`config.mk`:
```
export PLATFORM = sky130hd
export DESIGN_NAME = bitmap_allocator_find_first
export DESIGN_NICKNAME = d
export VERILOG_FILES = /design/src/sv/bafs_pkg.sv /design/src/sv/bafs_cell.sv /design/src/sv/bitmap_allocator_find_first.sv
export SDC_FILE = /design/constraint.sdc
export NUM_CORES = 2
export LEC_CHECK = 0
export BUFFER_PORTS_ARGS = -buffer_cell sky130_fd_sc_hd__buf_4
export CAP_MARGIN = 30
export CORE_MARGIN = 3
export CORE_UTILIZATION = 56
export DETAILED_ROUTE_END_ITERATION = 8
export PLACE_DENSITY = 0.83
export SETUP_SLACK_MARGIN = 0.5
export SLEW_MARGIN = 25
export SYNTH_ARGS = -nofsm -noshare
export SYNTH_HDL_FRONTEND = slang
export SYNTH_HIERARCHICAL = 1
export SYNTH_SLANG_ARGS = --single-unit
```
`constraint.sdc`:
```
create_clock -name clk_i -period 5 [get_ports clk_i]
set_input_delay 0.75 -clock clk_i [delete_from_list [all_inputs] [get_ports clk_i]]
set_output_delay 0.75 -clock clk_i [all_outputs]
set_load 0.01 [all_outputs]
```
`src/sv/bafs_pkg.sv`:
```
// ----------------------------------------------------------------------------
// bafs_pkg
// Shared codes and the request word that travels down the cell chain of the
// bit map allocator.
// ----------------------------------------------------------------------------
package bafs_pkg;

  localparam int unsigned IDX_W = 8;

  localparam logic [2:0] OP_FILL       = 3'd0;
  localparam logic [2:0] OP_SET        = 3'd1;
  localparam logic [2:0] OP_CLEAR      = 3'd2;
  localparam logic [2:0] OP_TEST       = 3'd3;
  localparam logic [2:0] OP_FIND_CLEAR = 3'd4;
  localparam logic [2:0] OP_FIND_SET   = 3'd5;

  localparam logic REG_BITS_IN_USE = 1'b0;
  localparam logic REG_START_CLEAR = 1'b1;

  localparam logic [8:0] BITS_IN_USE_RST = 9'd256;
  localparam logic       START_CLEAR_RST = 1'b1;

  typedef struct packed {
    logic             valid;
    logic [2:0]       op;
    logic [IDX_W-1:0] bit_index;
    logic             err;
    logic             flag;
    logic [IDX_W-1:0] found_index;
  } tok_t;

endpackage

```
`src/sv/bafs_cell.sv`:
```
// ----------------------------------------------------------------------------
// bafs_cell
// One word of the bit map. Applies the passing request to its word and hands
// the request, with its partial result, to the next cell.
// ----------------------------------------------------------------------------
module bafs_cell
  import bafs_pkg::*;
#(
  parameter int unsigned WORD_BITS = 64,
  parameter int unsigned BASE      = 0,
  parameter int unsigned LIVE_W    = 9
) (
  input  logic              clk_i,
  input  logic              rst_ni,
  input  logic              hold_i,
  input  logic              fill_ones_i,
  input  logic [LIVE_W-1:0] live_i,
  input  tok_t              tok_i,
  output tok_t              tok_o
);

  localparam int unsigned POS_W = $clog2(WORD_BITS);

  logic [WORD_BITS-1:0] word_q, word_d;
  tok_t                 tok_q, tok_d;
  logic                 in_word;
  logic [POS_W-1:0]     off;
  logic [WORD_BITS-1:0] live_mask;
  logic [WORD_BITS-1:0] cand;
  logic                 hit;
  logic [POS_W-1:0]     pos;

  always_comb begin
    in_word = (32'(tok_i.bit_index) >= BASE) && (32'(tok_i.bit_index) < BASE + WORD_BITS);
    off     = POS_W'(32'(tok_i.bit_index) - BASE);
    for (int j = 0; j < WORD_BITS; j++) begin
      live_mask[j] = (BASE + j) < 32'(live_i);
    end
    cand = ((tok_i.op == OP_FIND_SET) ? word_q : ~word_q) & live_mask;
    hit  = |cand;
    pos  = '0;
    for (int j = WORD_BITS - 1; j >= 0; j--) begin
      if (cand[j]) begin
        pos = POS_W'(j);
      end
    end
  end

  always_comb begin
    word_d = word_q;
    tok_d  = tok_i;
    if (tok_i.valid) begin
      case (tok_i.op)
        OP_FILL: begin
          word_d = fill_ones_i ? '1 : '0;
        end
        OP_SET: begin
          if (!tok_i.err && in_word) word_d[off] = 1'b1;
        end
        OP_CLEAR: begin
          if (!tok_i.err && in_word) word_d[off] = 1'b0;
        end
        OP_TEST: begin
          if (!tok_i.err && in_word) tok_d.flag = word_q[off];
        end
        OP_FIND_CLEAR, OP_FIND_SET: begin
          if (!tok_i.flag && hit) begin
            tok_d.flag        = 1'b1;
            tok_d.found_index = IDX_W'(BASE + 32'(pos));
          end
        end
        default: ;
      endcase
    end
  end

  always_ff @(posedge clk_i or negedge rst_ni) begin
    if (!rst_ni) begin
      word_q <= '0;
      tok_q  <= '0;
    end else begin
      word_q <= word_d;
      if (!hold_i) begin
        tok_q <= tok_d;
      end
    end
  end

  assign tok_o = tok_q;

endmodule

```
`src/sv/bitmap_allocator_find_first.sv`:
```
// ----------------------------------------------------------------------------
// bitmap_allocator_find_first
// Bit map of NUM_BITS bits with fill, set, clear, test and find-first
// clear/set operations, built as a chain of one cell per stored word.
// ----------------------------------------------------------------------------
// Usage:
//   s_axis carries one request word: op and bit_index. m_axis returns one
//   result word per request: flag, found_index and index_error, in order.
//   The APB port holds bits_in_use (offset 0) and start_clear (offset 4);
//   write them only while no request is outstanding.
//   A request walks the cell chain, one stored word per cycle, and is
//   registered in each cell and then in the output register. A new request
//   is taken only once the one before it leaves the last cell, so just one
//   request is in the chain at a time.
//   The result sits in an output register: the next request is accepted
//   while it waits. If the receiver stalls, the following result is held in
//   the last cell and no further request is taken until it moves out.
//   Reset clears the whole map, sets bits_in_use to 256 and start_clear to 1.
// ----------------------------------------------------------------------------
module bitmap_allocator_find_first
  import bafs_pkg::*;
#(
  parameter int unsigned NUM_BITS  = 256,
  parameter int unsigned WORD_BITS = 64
) (
  input  logic        clk_i,
  input  logic        rst_ni,
  input  logic        s_axis_tvalid,
  output logic        s_axis_tready,
  input  logic [15:0] s_axis_tdata,   // op[2:0], bit_index[10:3], zero pad
  output logic        m_axis_tvalid,
  input  logic        m_axis_tready,
  output logic [15:0] m_axis_tdata,   // flag[0], found_index[8:1], index_error[9], zero pad
  input  logic        psel,
  input  logic        penable,
  input  logic        pwrite,
  input  logic [2:0]  paddr,
  input  logic [31:0] pwdata,
  output logic [31:0] prdata,
  output logic        pready
);

  localparam int unsigned NUM_WORDS = (NUM_BITS + WORD_BITS - 1) / WORD_BITS;
  localparam int unsigned LIVE_W    = $clog2(NUM_BITS + 1);

  logic [8:0]        bits_in_use_q;
  logic              start_clear_q;
  logic [LIVE_W-1:0] live;
  logic              cfg_wr;
  logic              in_acc;
  logic              move;
  logic              hold;
  logic              busy_q;
  logic              m_valid_q;
  logic              m_flag_q;
  logic [IDX_W-1:0]  m_found_q;
  logic              m_err_q;
  logic [2:0]        in_op;
  logic [IDX_W-1:0]  in_idx;
  tok_t              tok_in;
  tok_t              tok [NUM_WORDS+1];

  assign pready = 1'b1;
  assign cfg_wr = psel && penable && pwrite && pready;

  always_ff @(posedge clk_i or negedge rst_ni) begin
    if (!rst_ni) begin
      bits_in_use_q <= BITS_IN_USE_RST;
      start_clear_q <= START_CLEAR_RST;
    end else if (cfg_wr) begin
      if (paddr[2] == REG_BITS_IN_USE) begin
        bits_in_use_q <= pwdata[8:0];
      end else begin
        start_clear_q <= pwdata[0];
      end
    end
  end

  assign prdata = (paddr[2] == REG_START_CLEAR) ? {31'b0, start_clear_q}
                                                : {23'b0, bits_in_use_q};

  always_comb begin
    if (32'(bits_in_use_q) > NUM_BITS) begin
      live = LIVE_W'(NUM_BITS);
    end else begin
      live = LIVE_W'(bits_in_use_q);
    end
  end

  assign in_op  = s_axis_tdata[2:0];
  assign in_idx = s_axis_tdata[10:3];

  assign move          = tok[NUM_WORDS].valid && (!m_valid_q || m_axis_tready);
  assign hold          = tok[NUM_WORDS].valid && !move;
  assign s_axis_tready = !busy_q || move;
  assign in_acc        = s_axis_tvalid && s_axis_tready;

  always_comb begin
    tok_in           = '0;
    tok_in.valid     = in_acc;
    tok_in.op        = in_op;
    tok_in.bit_index = in_idx;
    tok_in.err       = (in_op inside {OP_SET, OP_CLEAR, OP_TEST})
                       && (32'(in_idx) >= 32'(live));
  end

  assign tok[0] = tok_in;

  for (genvar k = 0; k < NUM_WORDS; k++) begin : g_cell
    bafs_cell #(
      .WORD_BITS (WORD_BITS),
      .BASE      (k * WORD_BITS),
      .LIVE_W    (LIVE_W)
    ) u_cell (
      .clk_i       (clk_i),
      .rst_ni      (rst_ni),
      .hold_i      ((k == NUM_WORDS - 1) ? hold : 1'b0),
      .fill_ones_i (!start_clear_q),
      .live_i      (live),
      .tok_i       (tok[k]),
      .tok_o       (tok[k+1])
    );
  end

  always_ff @(posedge clk_i or negedge rst_ni) begin
    if (!rst_ni) begin
      busy_q    <= 1'b0;
      m_valid_q <= 1'b0;
    end else begin
      if (in_acc) begin
        busy_q <= 1'b1;
      end else if (move) begin
        busy_q <= 1'b0;
      end
      if (move) begin
        m_valid_q <= 1'b1;
      end else if (m_axis_tready) begin
        m_valid_q <= 1'b0;
      end
    end
  end

  always_ff @(posedge clk_i) begin
    if (move) begin
      m_flag_q  <= tok[NUM_WORDS].flag;
      m_found_q <= tok[NUM_WORDS].found_index;
      m_err_q   <= tok[NUM_WORDS].err;
    end
  end

  assign m_axis_tvalid = m_valid_q;
  assign m_axis_tdata  = {6'b0, m_err_q, m_found_q, m_flag_q};

endmodule

```
==> impl_metrics.ini <==
[outcome]
outcome = complete, no violations

[setup_path]
cp_common_cell = nand2b_1
start_kind = register
cpPeakStageDelay_ps = 690
cpMaxStageDelayCell = dfstp_4
worstPathRequired_ps = 5470
cp_cell_sequence = nand2b_1, clkinv_2, buf_4, nand2b_1, or4_1, a32o_1, or4_4, or3_4, o41ai_4, mux2_4, mux2i_1, a21oi_2
cp.arrival_ps = 4860
worstSetupEndpointType = register
critPathKind = reg -> reg
critPathMaxFanout = 19

[flow_run]
drv_cap = 0

[placement]
place_area_sq_um = 32900
gp_congestion = 1.02
hpwlAfterDp_mm = 83.5
io_buffers = 48

[routing]
routed_wl_mm = 119
viasPerCell = 7.07
drt_iter0_drc = 5445
wl_per_cell_um = 24.2
dr.pass1.iters = 6
vias = 34900
drc = 0
ant_nets = 0

[logic_synthesis]
syn_area_sq_um = 32000
syn_avg_cell_area_sq_um = 7.52
syn_inst = 4258
yosysWarnings = 6

[clocking]
cts_max_level = 2
clockBufferDepth = 3
clk-insertion-delay-late_ps = 610
cts_root_buf = clkbuf_16
clkTransAtPathRegs_ps = 60
cts_hold_buf = 0
cts.sinks = 355
cts_tree = done
cts_made_buffers = 42

[sta]
fin_crit_sh_pct = 87.8
report.final.slew_viol_count = 0
rsz0062_at_grt = true
fmax_mhz = 228
setup_tns_ps = 0
setup_violations = 0
relSlewSlack_pct = 30.0
tightest_slew_ps = 1050
skew_ps = 31.7
period_needed_ps = 4390
finalHoldViolations = 0

[grt]
grt_max_degree = 93
grt_pass1_vias = 32200
grt_util_all_layers_pct = 38.2
antenna_found_initial = 1
grt-ovfl-total = 0
grt_pass1_wl_mm = 184

[power_and_ir_drop]
power.total_mw = 17.8
peakVddDrop_mv = 0.371
leakagePower_nw = 13.4
powerDensity_nw_per_um2 = 516

[cells_and_area]
syn_to_final_growth_pct = 7.69
final_util_pct = 61.1
stdcell_area_sq_um = 34500
diodes = 0
fillers = 5097
drive_gt1_share_pct = 11.6
fin_nets = 4211

[floorplanning]
start_util_pct = 56.7
die_w_um = 245
rows = 87
core_sq_um = 56500
num_io_pins = 109
dieArea_sq_um = 60100
fp.dieH_um = 245

[min_path]
hold_path_class = in -> async
## cell type report
class / instances / area, sq um / share of cell area (%)
sequential: 355 / 8940 / 25.9
tap: 756 / 946 / 2.74
clock buffer: 52 / 1160 / 3.36
inverter: 74 / 282 / 0.816
timing repair buffer: 199 / 1640 / 4.76
clock inverter: 25 / 259 / 0.751
multi-input combinational: 3473 / 21300 / 61.7
## what timing repair did
item,in CTS,in global routing
endpoints found under the hold margin,0,0
buffers inserted,2,3
resized for setup,1,14
endpoints found under the setup margin,12,21
gates cloned,0,0
pin swaps,2,2
## critical path: cells and delay by family, from the launching register on
family | cells | cell delay, ps
flip-flops | 1 | 690
AO/OA/AOI/OAI | 3 | 830
multiplexers | 2 | 480
buffers and inverters | 2 | 400
AND/OR/NAND/NOR | 5 | 1850
## stage by stage
stage	hold slack, ps	worst slack (ps)	std cells
6_report	153	611	4934
3_5_place_dp	439	395	4847
3_3_place_gp	431	449	4845
4_1_cts	173	523	4926
2_1_floorplan	419	682	4304
5_1_grt	196	501	4934
## layer usage
layer,up-vias,part of all wire [%],global-route usage (%)
met5,-,0.011,0
met4,2,5.7,19.1
li1,15500,-,-
met2,2486,43,57.4
met1,16400,39,52.5
met3,499,12,7.72
## flip-flops by register name, summed over array words and instances (netlist names)
signal                flops
m_flag_q                  1
m_found_q                 8
g_cell.u_cell/word_q    256
m_err_q                   1
m_axis_tvalid             1
g_cell.u_cell/tok_o      77
bits_in_use_q             9
start_clear_q             1
busy_q                    1
## final timing paths
check                                                 startpoint                                 endpoint  slack, ps  cells past startpoint
setup / recovery                    bits_in_use_q[8]$_DFFE_PN1P_    g_cell[3].u_cell/tok_o[0]$_DFFE_PN0N_        610                     12
setup reg to reg                    bits_in_use_q[8]$_DFFE_PN1P_    g_cell[3].u_cell/tok_o[0]$_DFFE_PN0N_        610                     12
min in group clk_i                                 s_axis_tvalid                       busy_q$_DFFE_PN0P_        360                      2
hold / removal                                            rst_ni   g_cell[3].u_cell/word_q[7]$_DFFE_PN0P_        150                      1
hold reg to reg            g_cell[3].u_cell/tok_o[6]$_DFFE_PN0N_                   m_found_q[6]$_DFFE_PP_        450                      0
max in group asynchronous                                 rst_ni  g_cell[0].u_cell/word_q[42]$_DFFE_PN0P_       3850                      2
## power breakdown
group / total (mW) / switching, mW / leakage, nW / internal [mW]
registers: 5.79 / 1.86 / 4.51 / 3.92
clock network: 3.20 / 1.37 / 0.695 / 1.83
logic: 8.83 / 5.31 / 8.25 / 3.52
total: 17.8 / 8.54 / 13.4 / 9.27
## cells in the final DEF (no fill, tap or decap), types with 38 or more instances in the layout
cell type,instances
a21oi_1,675
a22oi_1,91
a31oi_1,42
and2_1,40
buf_4,182
clkbuf_16,43
conb_1,48
dfrtp_1,343
inv_1,65
mux2_2,59
nand2_1,252
nand2b_1,55
nand3_1,153
nand4_1,38
nor2_1,419
nor2b_1,79
nor3_1,93
o211ai_1,56
o21ai_0,396
xnor2_1,184
Power figures use the tool's default switching activity.
